## config.mk

```make
export PLATFORM = sky130hd
export DESIGN_NAME = box_pair_door_geometry_unit_flat
export DESIGN_NICKNAME = d
export VERILOG_FILES = /design/src/bpd_pkg.sv /design/src/bpd_box_if.sv /design/src/bpd_door_if.sv /design/src/bpd_door_calc.sv /design/src/box_pair_door_geometry_unit.sv /design/src/flat_wrapper.sv
export SDC_FILE = /design/constraint.sdc
export NUM_CORES = 2
export LEC_CHECK = 0
export BUFFER_PORTS_ARGS = -buffer_cell sky130_fd_sc_hd__buf_2
export CORE_UTILIZATION = 45
export DETAILED_ROUTE_END_ITERATION = 6
export GPL_ROUTABILITY_DRIVEN = 1
export PLACE_DENSITY = 0.63
export SLEW_MARGIN = 20
export SYNTH_ARGS = -nofsm -noshare
export SYNTH_HDL_FRONTEND = slang
export SYNTH_SLANG_ARGS = --single-unit
```

## constraint.sdc

```tcl
create_clock -name i_clk -period 10.35 [get_ports i_clk]
set_input_delay 0.5175 -clock i_clk [delete_from_list [all_inputs] [get_ports i_clk]]
set_output_delay 0.5175 -clock i_clk [all_outputs]
set_load 0.05 [all_outputs]
```

## src/bpd_pkg.sv

```systemverilog
// Package for the box pair door geometry unit.
// Shared widths, the tolerance reset constant and the door kind codes; no dependencies.
package bpd_pkg;

    localparam int COORD_WIDTH_DEF = 32;
    localparam int TOL_WIDTH       = 31;
    localparam logic [TOL_WIDTH-1:0] TOL_RESET = TOL_WIDTH'(800000);

    typedef enum logic [1:0] {
        DOOR_HORIZ = 2'd0,
        DOOR_VERT  = 2'd1,
        DOOR_POINT = 2'd2
    } t_door_kind;

endpackage

```

## src/bpd_box_if.sv

```systemverilog
// Valid/ready channel carrying one box pair per transfer.
// Depends on nothing; width set by parameter W.
interface bpd_box_if #(
    parameter int W = 32
);
    logic                valid;
    logic                ready;
    logic signed [W-1:0] a_left;
    logic signed [W-1:0] a_top;
    logic signed [W-1:0] a_right;
    logic signed [W-1:0] a_bottom;
    logic signed [W-1:0] b_left;
    logic signed [W-1:0] b_top;
    logic signed [W-1:0] b_right;
    logic signed [W-1:0] b_bottom;

    modport source (
        output valid, a_left, a_top, a_right, a_bottom,
               b_left, b_top, b_right, b_bottom,
        input  ready
    );
    modport sink (
        input  valid, a_left, a_top, a_right, a_bottom,
               b_left, b_top, b_right, b_bottom,
        output ready
    );
endinterface

```

## src/bpd_door_if.sv

```systemverilog
// Valid/ready channel carrying one door result per transfer.
// Depends on nothing; width set by parameter W.
interface bpd_door_if #(
    parameter int W = 32
);
    logic                valid;
    logic                ready;
    logic                door_found;
    logic [1:0]          door_kind;
    logic signed [W-1:0] start_x;
    logic signed [W-1:0] start_y;
    logic signed [W-1:0] end_x;
    logic signed [W-1:0] end_y;

    modport source (
        output valid, door_found, door_kind, start_x, start_y, end_x, end_y,
        input  ready
    );
    modport sink (
        input  valid, door_found, door_kind, start_x, start_y, end_x, end_y,
        output ready
    );
endinterface

```

## src/bpd_door_calc.sv

```systemverilog
// Combinational door geometry for one box pair: gaps, tolerance test, midpoints.
// Depends on bpd_pkg.
module bpd_door_calc
    import bpd_pkg::*;
#(
    parameter int CW = COORD_WIDTH_DEF
) (
    input  logic signed [CW-1:0]        i_al,
    input  logic signed [CW-1:0]        i_at,
    input  logic signed [CW-1:0]        i_ar,
    input  logic signed [CW-1:0]        i_ab,
    input  logic signed [CW-1:0]        i_bl,
    input  logic signed [CW-1:0]        i_bt,
    input  logic signed [CW-1:0]        i_br,
    input  logic signed [CW-1:0]        i_bb,
    input  logic [TOL_WIDTH-1:0]        i_tol,
    output logic                        o_found,
    output t_door_kind                  o_kind,
    output logic signed [CW-1:0]        o_sx,
    output logic signed [CW-1:0]        o_sy,
    output logic signed [CW-1:0]        o_ex,
    output logic signed [CW-1:0]        o_ey
);

    localparam int CMPW = (CW + 1 > TOL_WIDTH + 1) ? CW + 1 : TOL_WIDTH + 1;

    logic signed [CW:0]     dh1, dh2, dv1, dv2, hgap, vgap, maxgap;
    logic signed [CMPW-1:0] hgap_w, vgap_w, maxgap_w, tol_w;
    logic                   right, below, h_neg, v_neg;
    logic                   h_ok, v_ok, max_ok;
    logic signed [CW:0]     xsum, ysum, xadj, yadj;
    logic signed [CW-1:0]   xmid, ymid, lo_x, hi_x, lo_y, hi_y;

    assign dh1 = $signed({i_al[CW-1], i_al}) - $signed({i_br[CW-1], i_br});
    assign dh2 = $signed({i_bl[CW-1], i_bl}) - $signed({i_ar[CW-1], i_ar});
    assign dv1 = $signed({i_at[CW-1], i_at}) - $signed({i_bb[CW-1], i_bb});
    assign dv2 = $signed({i_bt[CW-1], i_bt}) - $signed({i_ab[CW-1], i_ab});

    assign hgap   = (dh1 > dh2) ? dh1 : dh2;
    assign vgap   = (dv1 > dv2) ? dv1 : dv2;
    assign maxgap = (hgap > vgap) ? hgap : vgap;

    assign hgap_w   = CMPW'(hgap);
    assign vgap_w   = CMPW'(vgap);
    assign maxgap_w = CMPW'(maxgap);
    assign tol_w    = CMPW'($signed({1'b0, i_tol}));

    assign h_neg  = hgap[CW];
    assign v_neg  = vgap[CW];
    assign h_ok   = (hgap_w <= tol_w);
    assign v_ok   = (vgap_w <= tol_w);
    assign max_ok = (maxgap_w <= tol_w);

    assign right = (i_bl >= i_ar);
    assign below = (i_bt >= i_ab);

    // midpoints, halved toward zero
    assign xsum = right ? ($signed({i_ar[CW-1], i_ar}) + $signed({i_bl[CW-1], i_bl}))
                        : ($signed({i_br[CW-1], i_br}) + $signed({i_al[CW-1], i_al}));
    assign ysum = below ? ($signed({i_ab[CW-1], i_ab}) + $signed({i_bt[CW-1], i_bt}))
                        : ($signed({i_bb[CW-1], i_bb}) + $signed({i_at[CW-1], i_at}));
    assign xadj = xsum + $signed({{CW{1'b0}}, xsum[CW]});
    assign yadj = ysum + $signed({{CW{1'b0}}, ysum[CW]});
    assign xmid = xadj[CW:1];
    assign ymid = yadj[CW:1];

    assign lo_x = (i_al > i_bl) ? i_al : i_bl;
    assign hi_x = (i_ar < i_br) ? i_ar : i_br;
    assign lo_y = (i_at > i_bt) ? i_at : i_bt;
    assign hi_y = (i_ab < i_bb) ? i_ab : i_bb;

    always_comb begin
        o_found = 1'b0;
        o_kind  = DOOR_HORIZ;
        o_sx    = '0;
        o_sy    = '0;
        o_ex    = '0;
        o_ey    = '0;
        if (h_neg && !v_neg && v_ok) begin
            o_found = 1'b1;
            o_kind  = DOOR_HORIZ;
            o_sx    = lo_x;
            o_ex    = hi_x;
            o_sy    = ymid;
            o_ey    = ymid;
        end else if (v_neg && !h_neg && h_ok) begin
            o_found = 1'b1;
            o_kind  = DOOR_VERT;
            o_sy    = lo_y;
            o_ey    = hi_y;
            o_sx    = xmid;
            o_ex    = xmid;
        end else if (!h_neg && !v_neg && max_ok) begin
            o_found = 1'b1;
            o_kind  = DOOR_POINT;
            o_sx    = xmid;
            o_ex    = xmid;
            o_sy    = ymid;
            o_ey    = ymid;
        end
    end

endmodule

```

## src/box_pair_door_geometry_unit.sv

```systemverilog
// Box pair door geometry unit: top level.
// Sustains one pair per cycle while the output is not stalled.
// Input register, door calculation, result register; both registers hold under
// back-pressure, and a stalled output stops the input once the input register is full.
// Synchronous active-low reset clears the valid flags and sets the tolerance
// to 800000. Depends on bpd_pkg, bpd_box_if, bpd_door_if, bpd_door_calc.
module box_pair_door_geometry_unit
    import bpd_pkg::*;
#(
    parameter int COORD_WIDTH = COORD_WIDTH_DEF
) (
    input  logic                 i_clk,
    input  logic                 i_rst_n,
    input  logic                 i_cfg_we,
    input  logic [TOL_WIDTH-1:0] i_cfg_wdata,
    bpd_box_if.sink              i_box,
    bpd_door_if.source           o_door
);

    localparam int CW = COORD_WIDTH;

    logic [TOL_WIDTH-1:0] r_tol;
    logic                 r_in_valid, r_out_valid;
    logic signed [CW-1:0] r_al, r_at, r_ar, r_ab, r_bl, r_bt, r_br, r_bb;
    logic                 r_found;
    t_door_kind           r_kind;
    logic signed [CW-1:0] r_sx, r_sy, r_ex, r_ey;

    logic                 advance, in_take;
    logic                 c_found;
    t_door_kind           c_kind;
    logic signed [CW-1:0] c_sx, c_sy, c_ex, c_ey;

    assign advance     = !r_out_valid || o_door.ready;
    assign i_box.ready = !r_in_valid || advance;
    assign in_take     = i_box.valid && i_box.ready;

    always_ff @(posedge i_clk) begin
        if (!i_rst_n) begin
            r_tol <= TOL_RESET;
        end else if (i_cfg_we) begin
            r_tol <= i_cfg_wdata;
        end
    end

    always_ff @(posedge i_clk) begin
        if (!i_rst_n) begin
            r_in_valid <= 1'b0;
        end else if (i_box.ready) begin
            r_in_valid <= i_box.valid;
        end
    end

    always_ff @(posedge i_clk) begin
        if (in_take) begin
            r_al <= i_box.a_left;
            r_at <= i_box.a_top;
            r_ar <= i_box.a_right;
            r_ab <= i_box.a_bottom;
            r_bl <= i_box.b_left;
            r_bt <= i_box.b_top;
            r_br <= i_box.b_right;
            r_bb <= i_box.b_bottom;
        end
    end

    bpd_door_calc #(
        .CW (CW)
    ) u_calc (
        .i_al    (r_al),
        .i_at    (r_at),
        .i_ar    (r_ar),
        .i_ab    (r_ab),
        .i_bl    (r_bl),
        .i_bt    (r_bt),
        .i_br    (r_br),
        .i_bb    (r_bb),
        .i_tol   (r_tol),
        .o_found (c_found),
        .o_kind  (c_kind),
        .o_sx    (c_sx),
        .o_sy    (c_sy),
        .o_ex    (c_ex),
        .o_ey    (c_ey)
    );

    always_ff @(posedge i_clk) begin
        if (!i_rst_n) begin
            r_out_valid <= 1'b0;
        end else if (advance) begin
            r_out_valid <= r_in_valid;
        end
    end

    always_ff @(posedge i_clk) begin
        if (advance && r_in_valid) begin
            r_found <= c_found;
            r_kind  <= c_kind;
            r_sx    <= c_sx;
            r_sy    <= c_sy;
            r_ex    <= c_ex;
            r_ey    <= c_ey;
        end
    end

    assign o_door.valid      = r_out_valid;
    assign o_door.door_found = r_found;
    assign o_door.door_kind  = r_kind;
    assign o_door.start_x    = r_sx;
    assign o_door.start_y    = r_sy;
    assign o_door.end_x      = r_ex;
    assign o_door.end_y      = r_ey;

endmodule
```

## src/flat_wrapper.sv

```systemverilog
// flat-port wrapper written by rule: the top's interface ports become plain ports
module box_pair_door_geometry_unit_flat import bpd_pkg::*;
#(
    parameter int COORD_WIDTH = COORD_WIDTH_DEF
)
  (i_clk, i_rst_n, i_cfg_we, i_cfg_wdata, i_box_valid, i_box_a_left, i_box_a_top, i_box_a_right, i_box_a_bottom, i_box_b_left, i_box_b_top, i_box_b_right, i_box_b_bottom, i_box_ready, o_door_valid, o_door_door_found, o_door_door_kind, o_door_start_x, o_door_start_y, o_door_end_x, o_door_end_y, o_door_ready);
  bpd_box_if i_box_i ();
  bpd_door_if o_door_i ();
  input  logic i_clk;
  input  logic i_rst_n;
  input  logic i_cfg_we;
  input  logic [TOL_WIDTH-1:0] i_cfg_wdata;
  input wire logic [$bits(i_box_i.valid)-1:0] i_box_valid;
  input wire logic [$bits(i_box_i.a_left)-1:0] i_box_a_left;
  input wire logic [$bits(i_box_i.a_top)-1:0] i_box_a_top;
  input wire logic [$bits(i_box_i.a_right)-1:0] i_box_a_right;
  input wire logic [$bits(i_box_i.a_bottom)-1:0] i_box_a_bottom;
  input wire logic [$bits(i_box_i.b_left)-1:0] i_box_b_left;
  input wire logic [$bits(i_box_i.b_top)-1:0] i_box_b_top;
  input wire logic [$bits(i_box_i.b_right)-1:0] i_box_b_right;
  input wire logic [$bits(i_box_i.b_bottom)-1:0] i_box_b_bottom;
  output wire logic [$bits(i_box_i.ready)-1:0] i_box_ready;
  output wire logic [$bits(o_door_i.valid)-1:0] o_door_valid;
  output wire logic [$bits(o_door_i.door_found)-1:0] o_door_door_found;
  output wire logic [$bits(o_door_i.door_kind)-1:0] o_door_door_kind;
  output wire logic [$bits(o_door_i.start_x)-1:0] o_door_start_x;
  output wire logic [$bits(o_door_i.start_y)-1:0] o_door_start_y;
  output wire logic [$bits(o_door_i.end_x)-1:0] o_door_end_x;
  output wire logic [$bits(o_door_i.end_y)-1:0] o_door_end_y;
  input wire logic [$bits(o_door_i.ready)-1:0] o_door_ready;
  assign i_box_i.valid = i_box_valid;
  assign i_box_i.a_left = i_box_a_left;
  assign i_box_i.a_top = i_box_a_top;
  assign i_box_i.a_right = i_box_a_right;
  assign i_box_i.a_bottom = i_box_a_bottom;
  assign i_box_i.b_left = i_box_b_left;
  assign i_box_i.b_top = i_box_b_top;
  assign i_box_i.b_right = i_box_b_right;
  assign i_box_i.b_bottom = i_box_b_bottom;
  assign i_box_ready = i_box_i.ready;
  assign o_door_valid = o_door_i.valid;
  assign o_door_door_found = o_door_i.door_found;
  assign o_door_door_kind = o_door_i.door_kind;
  assign o_door_start_x = o_door_i.start_x;
  assign o_door_start_y = o_door_i.start_y;
  assign o_door_end_x = o_door_i.end_x;
  assign o_door_end_y = o_door_i.end_y;
  assign o_door_i.ready = o_door_ready;
  box_pair_door_geometry_unit #(.COORD_WIDTH(COORD_WIDTH)) u_core (.i_clk(i_clk), .i_rst_n(i_rst_n), .i_cfg_we(i_cfg_we), .i_cfg_wdata(i_cfg_wdata), .i_box(i_box_i), .o_door(o_door_i));
endmodule
```

==> results.txt <==
post-DR wirelength/cell: 22.6 um
Root Driver: clkbuf_16
number of DRC markers in iteration 0: 3,738
DRC: 0
Final Hold Vio Count: 0
H-tree depth: 2
number of synthesized flops with an enable pin: 387
warnings from Yosys: 0
Top FF cell, synth: edfxtp_1
Worst path slowest cell: edfxtp_1
CTS Sinks: 420
Hold Crit Start: i_box_a_top[17]
crit-path leading delay family: compound AO/OA/AOI/OAI gates
dpl cells: 6,728
initial antenna violation count: 5
CP most frequent cell: buf_4
layout cells sized above 1: 27.5%
violated checks: setup timing
commonest non-fill, non-tap cell in the layout: buf_4
final worst-path cycle share: 108%
WHS Endpoint: u_core.r_at[17]
slew margin rel.: 17.0%
Fill cells: 8,059
minimum clock period: 11.15 ns
synth top area cells: edfxtp_1 (28%), ha_1 (18%), a21oi_1 (4.9%), xnor2_1 (4.2%), inv_1 (4.0%)
Rows: 110
final wirelength: 156,000 um
R2R Path End: u_core.o_door.end_x[1]
Area Overhead vs Synth: 28.6%
VDD IR-drop max: 0.000189 V
Detail Route met2 WL: 69,200 um
Crit. End Element: flip-flop
CTS tree: built
grt total ovfl: 0
core area: 90,100 sq um
die footprint: 92,200 sq um
CP bufs+invs: 28
vias: 40,100
CP startpoint kind: flip-flop
worst setup margin: -0.798 ns
Post-Synthesis Cell Area: 41,000 sq um
Routability Congestion: 1.00
Finish-stage setup viols: 130
vias in the first global route: 38,100
height of the chip: 304 um
Post-Synthesis Cells: 4,594
antenna viol nets, final: 0
Crit path arrival time: 11.63 ns
most frequent cells in the layout: buf_4 (757), ha_1 (563), inv_1 (439)
vias per cell: 5.83
Crit Path Max Fanout: 8
largest net degree at the start of global routing: 75
Layout Nets: 6,550
Achievable Freq: 89.7 MHz
transition time of the tightest slew-check pin: 1.23 ns
synthesized net count: 5,469
Worst Reg2Reg Path Length in Cells: 69
Starting Density: 45.4%
Port-buffer cells: 424
Hold Path Class: in2reg
fin. max-slew vios: 0
Final Core Density: 58.4%
hold depth: 1
Metal-1 WL: 72,100 um
CP max stage delay: 0.40 ns
worst-skew pair later-pin latency: 0.65 ns
post-detail-place hpwl: 126,000 um
sequential-to-total area share from yosys stat: 30.0%
status: finished with violations
worst endpoint required time: 10.83 ns
max layer used: met4
non-filler cells, final: 6,889
clock buffer depth: 3
post-synth top area cell: edfxtp_1
chip width: 304 um
first-pass iteration count of the detailed router: 6
CTS clock-pin slew for the worst setup and hold paths: 0.07 ns
met3 WL: 10,700 um
PD cells: 233 nW/um^2
first-pass GRT wire length: 231,000 um
post-synth top area share: 28.4%
clock skew: 0.0341 ns
Mean Syn Cell Area: 8.92 sq um
number of synthesized register bits: 420
Setup CP Type: reg2reg
RSZ-0062 raised after global routing: true
synth unique cells: 101
total track usage: 32.5%
Lkg Pwr: 24.2 nW
CTS Buf Count: 48
flop2flop setup slack: -0.80 ns
Reg-to-Reg Start: u_core.r_bt[0]
max_cap viols: 0
FFs w/ async S/R, synth: 0%
IO Count: 425
## final cells by class
type	count	area [sq um]	area share [%]
multi-input combinational	3547	27200	51.6
antenna	2	5.00	0.00951
sequential	420	12300	23.3
clock buffer	51	1210	2.30
tap	1176	1470	2.79
clock inverter	35	365	0.694
inverter	442	1660	3.15
timing repair buffer	1216	8490	16.1
## per-stage QoR
stage          hold slack [ns]  cell area, sq um  setup TNS, ns  total power [mW]  worst slack, ns
2_1_floorplan            0.477             41200              0              6.65          0.00134
3_3_place_gp             0.498             49400         -77.57              8.90           -0.648
3_5_place_dp             0.515             49400        -106.55              8.98           -0.916
4_1_cts                0.00598             52200         -53.13              11.8           -0.469
5_1_grt                 0.0254             52700        -140.28              12.8            -1.18
6_report                0.0394             52700         -88.90              12.2           -0.798
## repair_timing
| action | 4_1_cts | 5_1_grt |
|---|---|---|
| pin swaps | 46 | 40 |
| buffers inserted | 51 | 14 |
| endpoints found under the setup margin | 130 | 130 |
| hold buffers | 0 | 0 |
| gates cloned | 7 | 4 |
| resized for setup | 134 | 55 |
## worst max-delay path by stage
stage | start | end | slack [ns] | cells past startpoint
5_1_grt | u_core.r_bt[0] | u_core.o_door.end_x[6] | -1.18 | 60
3_3_place_gp | u_core.r_bt[1] | u_core.o_door.end_y[27] | -0.65 | 52
6_report | u_core.r_bt[0] | u_core.o_door.end_x[1] | -0.80 | 69
2_1_floorplan | u_core.r_bt[0] | u_core.o_door.end_x[29] | 0.001 | 59
4_1_cts | u_core.r_bt[0] | u_core.o_door.end_x[10] | -0.47 | 59
3_5_place_dp | u_core.r_at[0] | u_core.o_door.start_y[26] | -0.92 | 58
## cell families (layout without fill, tap and decap cells)
kind of cell,Yosys count,after routing,share of synthesized area [%]
AO/OA/AOI/OAI,1307,1307,21.2
AND/OR/NAND/NOR,1223,1223,15.0
buffers and inverters,627,1744,6.02
adder cells (fa/ha/maj),584,584,18.0
flip-flops,420,420,30.0
XOR/XNOR,267,267,5.71
multiplexers,166,166,4.10
other,0,2,0
## synthesized netlist by cell type (51+ instances only)
cell type / count
nand3_1: 80
nand2b_1: 74
o21a_1: 51
a21oi_1: 402
a21o_1: 139
ha_1: 575
o21ai_0: 200
clkbuf_1: 108
nor2b_1: 103
nand4_1: 81
xor2_1: 72
edfxtp_1: 387
nand2_1: 250
buf_2: 58
nor2_1: 335
mux2i_1: 154
inv_1: 441
nor3_1: 80
o22ai_1: 73
a211oi_1: 57
xnor2_1: 195
## flip-flops by register name (all words and copies together) (netlist names)
name                      cells
u_core.o_door.door_found      1
u_core.r_tol                 31
u_core.r_at                  32
u_core.r_bb                  32
u_core.r_in_valid             1
u_core.o_door.end_x          32
u_core.r_br                  32
u_core.o_door.start_x        32
u_core.r_al                  32
u_core.o_door.valid           1
u_core.r_bl                  32
u_core.r_ab                  32
u_core.r_bt                  32
u_core.r_ar                  32
u_core.o_door.start_y        32
u_core.o_door.end_y          32
u_core.o_door.door_kind       2
## where the power goes
part	total, mW	switching [mW]	internal (mW)
Clock	1.74	0.755	0.985
Sequential	2.44	0.148	2.29
Combinational	8.07	4.62	3.45
## layer usage
layer	track usage, %	vias to the layer above
met5	0	-
met4	7.99	0
met3	3.95	196
met2	51.6	1594
met1	46.7	19400
li1	-	18900
Note: power is estimated with default switching activity, not from simulation.
